## src/hdl/rgbe_pkg.sv

```systemverilog
`default_nettype none
package rgbe_pkg;

    typedef enum logic [1:0] {
        MODE_HEADER,
        MODE_RLE,
        MODE_RAW,
        MODE_DONE
    } mode_t;

    typedef enum logic [1:0] {
        SEQ_IDLE,
        SEQ_FILL,
        SEQ_EMIT
    } seq_t;

    localparam logic [1:0] STATUS_OK      = 2'd0;
    localparam logic [1:0] STATUS_CORRUPT = 2'd1;
    localparam logic [1:0] STATUS_LEGACY  = 2'd2;
    localparam logic [1:0] STATUS_BUSY    = 2'd3;

    localparam logic KIND_PIXEL  = 1'b0;
    localparam logic KIND_STATUS = 1'b1;

    localparam logic CMD_BYTE = 1'b0;
    localparam logic CMD_TICK = 1'b1;

    localparam logic REG_IMAGE_WIDTH  = 1'b0;
    localparam logic REG_IMAGE_HEIGHT = 1'b1;

    localparam logic [12:0] WIDTH_RESET  = 13'd1024;
    localparam logic [15:0] HEIGHT_RESET = 16'd512;

    localparam int          MIN_RLE_WIDTH = 8;
    localparam logic [7:0]  RLE_MARK      = 8'h02;
    localparam logic [7:0]  LEGACY_MARK   = 8'h01;
    localparam logic [7:0]  RUN_THRESHOLD = 8'd128;

    typedef struct packed {
        logic       is_tick;
        logic [7:0] data;
    } item_t;

    // Exact single-precision pattern of m * 2^(e-136); zero when m or e is zero.
    function automatic logic [31:0] rgbe_float(input logic [7:0] m, input logic [7:0] e);
        logic [2:0]  p;
        logic [8:0]  pe;
        logic [31:0] wide;
        logic [31:0] res;
        p = 3'd0;
        for (int i = 0; i < 8; i++) begin
            if (m[i]) begin
                p = 3'(i);
            end
        end
        pe = 9'(p) + 9'(e);
        wide = 32'(m);
        if (m == 8'd0 || e == 8'd0) begin
            res = 32'd0;
        end else if (pe >= 9'd10) begin
            res = {1'b0, 8'(pe - 9'd9), 23'(wide << (5'd23 - 5'(p)))};
        end else begin
            res = wide << (6'(e) + 6'd13);
        end
        return res;
    endfunction

endpackage
`default_nettype wire

```

## src/hdl/rgbe_front.sv

```systemverilog
`default_nettype none
module rgbe_front (
    input  wire logic             aclk,
    input  wire logic             aresetn,
    input  wire logic             in_valid,
    output logic                  in_ready,
    input  wire logic             in_cmd,
    input  wire logic [7:0]       in_byte,
    output logic                  q_valid,
    input  wire logic             q_ready,
    output rgbe_pkg::item_t       q_item
);

    localparam int DEPTH = 4;

    rgbe_pkg::item_t  fifo_mem [DEPTH];
    logic [1:0]       wr_ptr_reg, wr_ptr_next;
    logic [1:0]       rd_ptr_reg, rd_ptr_next;
    logic [2:0]       count_reg, count_next;
    logic             push, pop;
    rgbe_pkg::item_t  in_item;

    always_comb begin
        in_item.is_tick = (in_cmd == rgbe_pkg::CMD_TICK);
        in_item.data    = in_item.is_tick ? 8'd0 : in_byte;
    end

    assign in_ready = (count_reg != 3'(DEPTH));
    assign q_valid  = (count_reg != 3'd0);
    assign q_item   = fifo_mem[rd_ptr_reg];
    assign push     = in_valid && in_ready;
    assign pop      = q_valid && q_ready;

    always_comb begin
        wr_ptr_next = push ? wr_ptr_reg + 2'd1 : wr_ptr_reg;
        rd_ptr_next = pop ? rd_ptr_reg + 2'd1 : rd_ptr_reg;
        count_next  = count_reg + 3'(push) - 3'(pop);
    end

    always_ff @(posedge aclk) begin
        if (push) begin
            fifo_mem[wr_ptr_reg] <= in_item;
        end
    end

    always_ff @(posedge aclk) begin
        if (!aresetn) begin
            wr_ptr_reg <= 2'd0;
            rd_ptr_reg <= 2'd0;
            count_reg  <= 3'd0;
        end else begin
            wr_ptr_reg <= wr_ptr_next;
            rd_ptr_reg <= rd_ptr_next;
            count_reg  <= count_next;
        end
    end

endmodule
`default_nettype wire

```

## config.mk

```make
export PLATFORM = sky130hd
export DESIGN_NAME = rgbe_front
export DESIGN_NICKNAME = d
export VERILOG_FILES = /design/src/hdl/rgbe_pkg.sv /design/src/hdl/rgbe_front.sv
export SDC_FILE = /design/constraint.sdc
export NUM_CORES = 1
export LEC_CHECK = 0
export ABC_AREA = 0
export CORE_ASPECT_RATIO = 0.5
export CORE_MARGIN = 1.5
export CORE_UTILIZATION = 60
export DETAILED_ROUTE_END_ITERATION = 12
export DONT_BUFFER_PORTS = 1
export PLACE_DENSITY_LB_ADDON = 0.12
export SLEW_MARGIN = 20
export SYNTH_ARGS = -nofsm -noshare
export SYNTH_HDL_FRONTEND = slang
export SYNTH_SLANG_ARGS = --single-unit
```

## constraint.sdc

```tcl
create_clock -name aclk -period 2.5 [get_ports aclk]
set_input_delay 0.125 -clock aclk [delete_from_list [all_inputs] [get_ports aclk]]
set_output_delay 0.125 -clock aclk [all_outputs]
set_load 0.01 [all_outputs]
```

# Word level (Yosys, flattened, before mapping)

Memories as Yosys holds them, arrays and structs flattened. A register that Yosys moved wholly into a read port is not among the register bits.
Cells that the tools add are included.

Add/sub/neg operators: 4
Equal/unequal tests: 1
Mux-type cells: 5
Reduce and logical (&&, ||, !) cells: 3

Operators with widths:

| cell                                         | number |
|---|---|
| 2-to-1 mux 8 bit                             | 1 |
| adder 2 x 1 -> 2 bit (second input constant) | 2 |
| 2-to-1 mux 2 bit                             | 2 |
| adder 3 x 1 -> 3 bit                         | 1 |
| != test 3 bit (second input constant)        | 1 |
| nonzero test 3 bit                           | 1 |
| subtractor 3 x 1 -> 3 bit                    | 1 |
| logical AND 1 bit                            | 2 |
| 2-to-1 mux 1 bit                             | 2 |

Register bits after elaboration: 7
Memory bits (writable): 36
Input port bits: 13
Output and inout bits: 11
Logic and storage cells: 17
Memories kept: 1

Memory list:

| memory   | depth | bits a word | rd ports | clocked after Yosys merged registers in | wr ports | line             | RTL |
|---|---|---|---|---|---|---|---|
| fifo_mem | 4     | 9           | 1        | 1                                       | 1        | rgbe_front.sv:16 | `rgbe_pkg::item_t fifo_mem [DEPTH];` |

# Longest topological paths before layout

Word-level depth: 4
Gate-level depth with buffers: 11
Gate-level depth less buffers: 11

# Worst setup path after synthesis

OpenSTA, ideal clock, no wires.

Path kind: register to register
Start: register count_reg[1]
End: register count_reg[2]
Setup time: 115 ps
Arrival time: 2104 ps
Required time: 2385 ps
Setup slack: 281 ps
Cell stages (with the launch flop): 12
Buffers on the path: 0
Period minus slack after synthesis: 2219 ps
Path through: dfxtp_1 nor2_1 a21boi_2 inv_1 ha_1 inv_1 ha_1 inv_1 fa_1 xnor2_1 xnor2_1 and2_1

Longest elaborated chain between the ends: 4
Elaborated cells between the ends (all ways): 6
Those cells by class: add/sub: 2; eq/ne: 1; reduce/logical: 3

RTL lines:

| element                     | line             | RTL |
|---|---|---|
| start, declared             | rgbe_front.sv:19 | `logic [2:0] count_reg, count_next;` |
| start signal, assigned      | rgbe_front.sv:54 | `count_reg <= count_next;` |
| != test 3 bit               | rgbe_front.sv:28 | `assign in_ready = (count_reg != 3'(DEPTH));` |
| logical AND 1 bit           | rgbe_front.sv:31 | `assign push = in_valid && in_ready;` |
| adder 3 x 1 -> 3 bit        | rgbe_front.sv:37 | `count_next = count_reg + 3'(push) - 3'(pop);` |
| subtractor 3 x 1 -> 3 bit * | rgbe_front.sv:37 |  |

Every way passes the cells marked *; elsewhere a longest branch is shown, timed or not.
A chain may end at the register's enable or synchronous reset.

# Worst setup path after layout

Same ends and word-level chain as after synthesis.

==> results.md <==
* Status: completed
* Yosys reg bits at 45
* Post-synth EDFFs at 36
* Iteration-0 DRC Markers at 29
* R2R setup slack at 0.24 ns
* Hold Buf Count CTS at 2
* Ant. Diodes at 0
* Area growth from synthesis to final layout at 7.08%
* Register area share after synthesis at 68.7%
* TritonRoute pass-1 iters at 4
* Distinct cell type count after synthesis at 20
* Core region area at 2750 µm²
* Max-Cap Viols at 0
* Num CTS Buffers at 5
* Hold depth at 1
* First-pass GRT wire length at 4.15 mm
* DR vias at 845
* Slew @ Worst Pin at 0.595 ns
* # rows at 13
* Clk root buf: clkbuf_8
* H-tree levels at 2
* Worst skew pair latency at 0.28 ns
* Max rail drop VDD at 0.504 mV
* Post-CTS Setup Repair Bufs at 0
* Number of flip-flops in the largest register at 36
* Source of the worst hold timing path: in_cmd
* Largest cells by area after synthesis: edfxtp_1 (59%), dfxtp_1 (9.8%), mux4_2 (9.8%)
* Vias in the first global route at 853
* Routed wire length at 2.61 mm
* CTS tree: done
* Post-synth top area cell: edfxtp_1
* Detail Route Antenna Nets at 0
* Largest net degree at the start of global routing at 13
* Rel. slew slack at 60.3%
* Post-layout min period at 2.26 ns
* Cts repair resizes at 0
* Placer Congestion at 0.654
* GRT overflow at 0
* Worst reg2reg path depth at 11
* Mapped Area at 1840 µm²
* Die Wd at 81.2 µm
* DRC viols at 0
* Clk slew on worst S/H paths at 0.07 ns
* Chip height at 42.1 µm
* Layout cell share with drive strength beyond 1 at 16.4%
* Gr usage total at 18.0%
* Power per cell area at 946 nW/µm²
* Initial antenna violation count at 0
* Critical path data required time at 2.68 ns
* Unrepaired setup endpoints after global routing: false
* IO buf count at 0
* CTS max path bufs at 2
* Period utilization at 90.3%
* Worst Hold End: fifo_mem[3][1]$_DFFE_PP_
* Syn nets at 123
* Reg2reg end: count_reg[2]$_SDFF_PN0_
* Slew Limit Fails at 0
* Worst-path maximum fanout at 6
* Setup TNS at 0 ns
* Nets at 130
* Starting Density at 66.8%
* Clock sink total at 45
* Critical path class: flop to flop
* Die area at 3420 µm²
* Synth warn at 0
* Routed wire per std cell at 17.7 µm
* Worst hold slack at 0.0616 ns
* Clk_skew at 0.00571 ns
* R2R Path Start: count_reg[1]$_SDFF_PN0_
* Primary FF master, synth: edfxtp_1
* FMAX at 443 MHz
* Worst Setup SP: count_reg[1]$_SDFF_PN0_
* Commonest non-fill, non-tap cell in the layout: edfxtp_1
* Startpoint types: flop
* Share of the synthesized area in the top cell type at 58.9%
* I/O pin count at 24
* Crit path DAT at 2.44 ns
* Drt via density at 5.75
* Hold Crit Class: input pin to flop
* Most frequent cells in the layout: edfxtp_1 (36), nor2b_1 (11), dfxtp_1 (9)
* Gate Count Post-Synth at 103
* Synthesized area per cell at 17.8 µm²
* Hpwl dp at 1.76 mm
* Final setup viols at 0
* Hold Fails Final Rpt at 0
* Ys async rst share at 0%
* Leakage at 0.665 nW
* Crit. End Element: flop
[layer usage]
metal	part of all wire, %	global-route usage, %	wire, µm	vias up
met5	0	0	0	-
met4	1.5	8.97	39	0
met2	49	29.0	1280	28
met1	44	21.4	1140	415
li1	-	-	-	395
met3	5.5	6.74	144	7
[synthesized netlist by cell type (all sizes together) (2+ instances only)]
master and instances:
and2 7, mux4 9, nor2b 11, clkbuf 2, xnor2 4, nand2 5, ha 6, dfxtp 9
mux2i 2, edfxtp 36, inv 5
[how the worst max path moves through the flow]
stage,endpoint,slack (ns),cells past startpoint
finish,count_reg[2]$_SDFF_PN0_,0.24,11
global route,count_reg[2]$_SDFF_PN0_,0.09,11
CTS,count_reg[2]$_SDFF_PN0_,0.23,11
detailed placement,count_reg[2]$_SDFF_PN0_,0.25,11
global placement,count_reg[2]$_SDFF_PN0_,0.37,11
floorplan,count_reg[2]$_SDFF_PN0_,0.28,11
[worst max-delay path, cell delays in order (launching register included)]
cell and delay [ns]:
dfxtp_1 0.48, nor2_1 0.12, a21boi_2 0.16, inv_1 0.06, ha_1 0.29, inv_1 0.06, ha_1 0.13, inv_1 0.05
fa_1 0.37, xnor2_1 0.15, xnor2_1 0.14, and2_1 0.16
[area by class of cell]
cell class,count,area (µm²)
fill,177,782
tap,37,46.3
inverter,5,18.8
clock inverter,1,3.75
sequential,45,1260
clock buffer,6,72.6
timing repair buffer,3,27.5
multi-input combinational,50,537
[where the power goes]
part           internal, mW  switching (mW)
combinational         0.225           0.209
clock                 0.188           0.209
sequential            0.923           0.107
total                  1.34           0.525
[through the flow]
step / setup WS [ns] / cells / utilization [%] / power, mW / area (µm²)
2_1_floorplan: 0.281 / 103 / - / 1.40 / 1840
5_1_grt: 0.0853 / 147 / 71.6 / 1.97 / 1970
3_3_place_gp: 0.373 / 138 / 68.0 / 1.44 / 1870
6_report: 0.242 / 147 / 71.6 / 1.86 / 1970
4_1_cts: 0.232 / 147 / 71.6 / 1.88 / 1970
3_5_place_dp: 0.247 / 138 / 68.0 / 1.48 / 1870
[cell families (layout without fill, tap and decap cells)]
group | after synthesis | count (layout) | synth area share (%)
AO/OA/AOI/OAI | 3 | 3 | 2.04
XOR/XNOR | 4 | 4 | 1.91
adder cells (fa/ha/maj) | 7 | 7 | 5.18
buffers and inverters | 8 | 15 | 2.11
flip-flops | 45 | 45 | 68.7
multiplexers | 11 | 11 | 12.3
AND/OR/NAND/NOR | 25 | 25 | 7.77
Power figures use the tool's default switching activity.
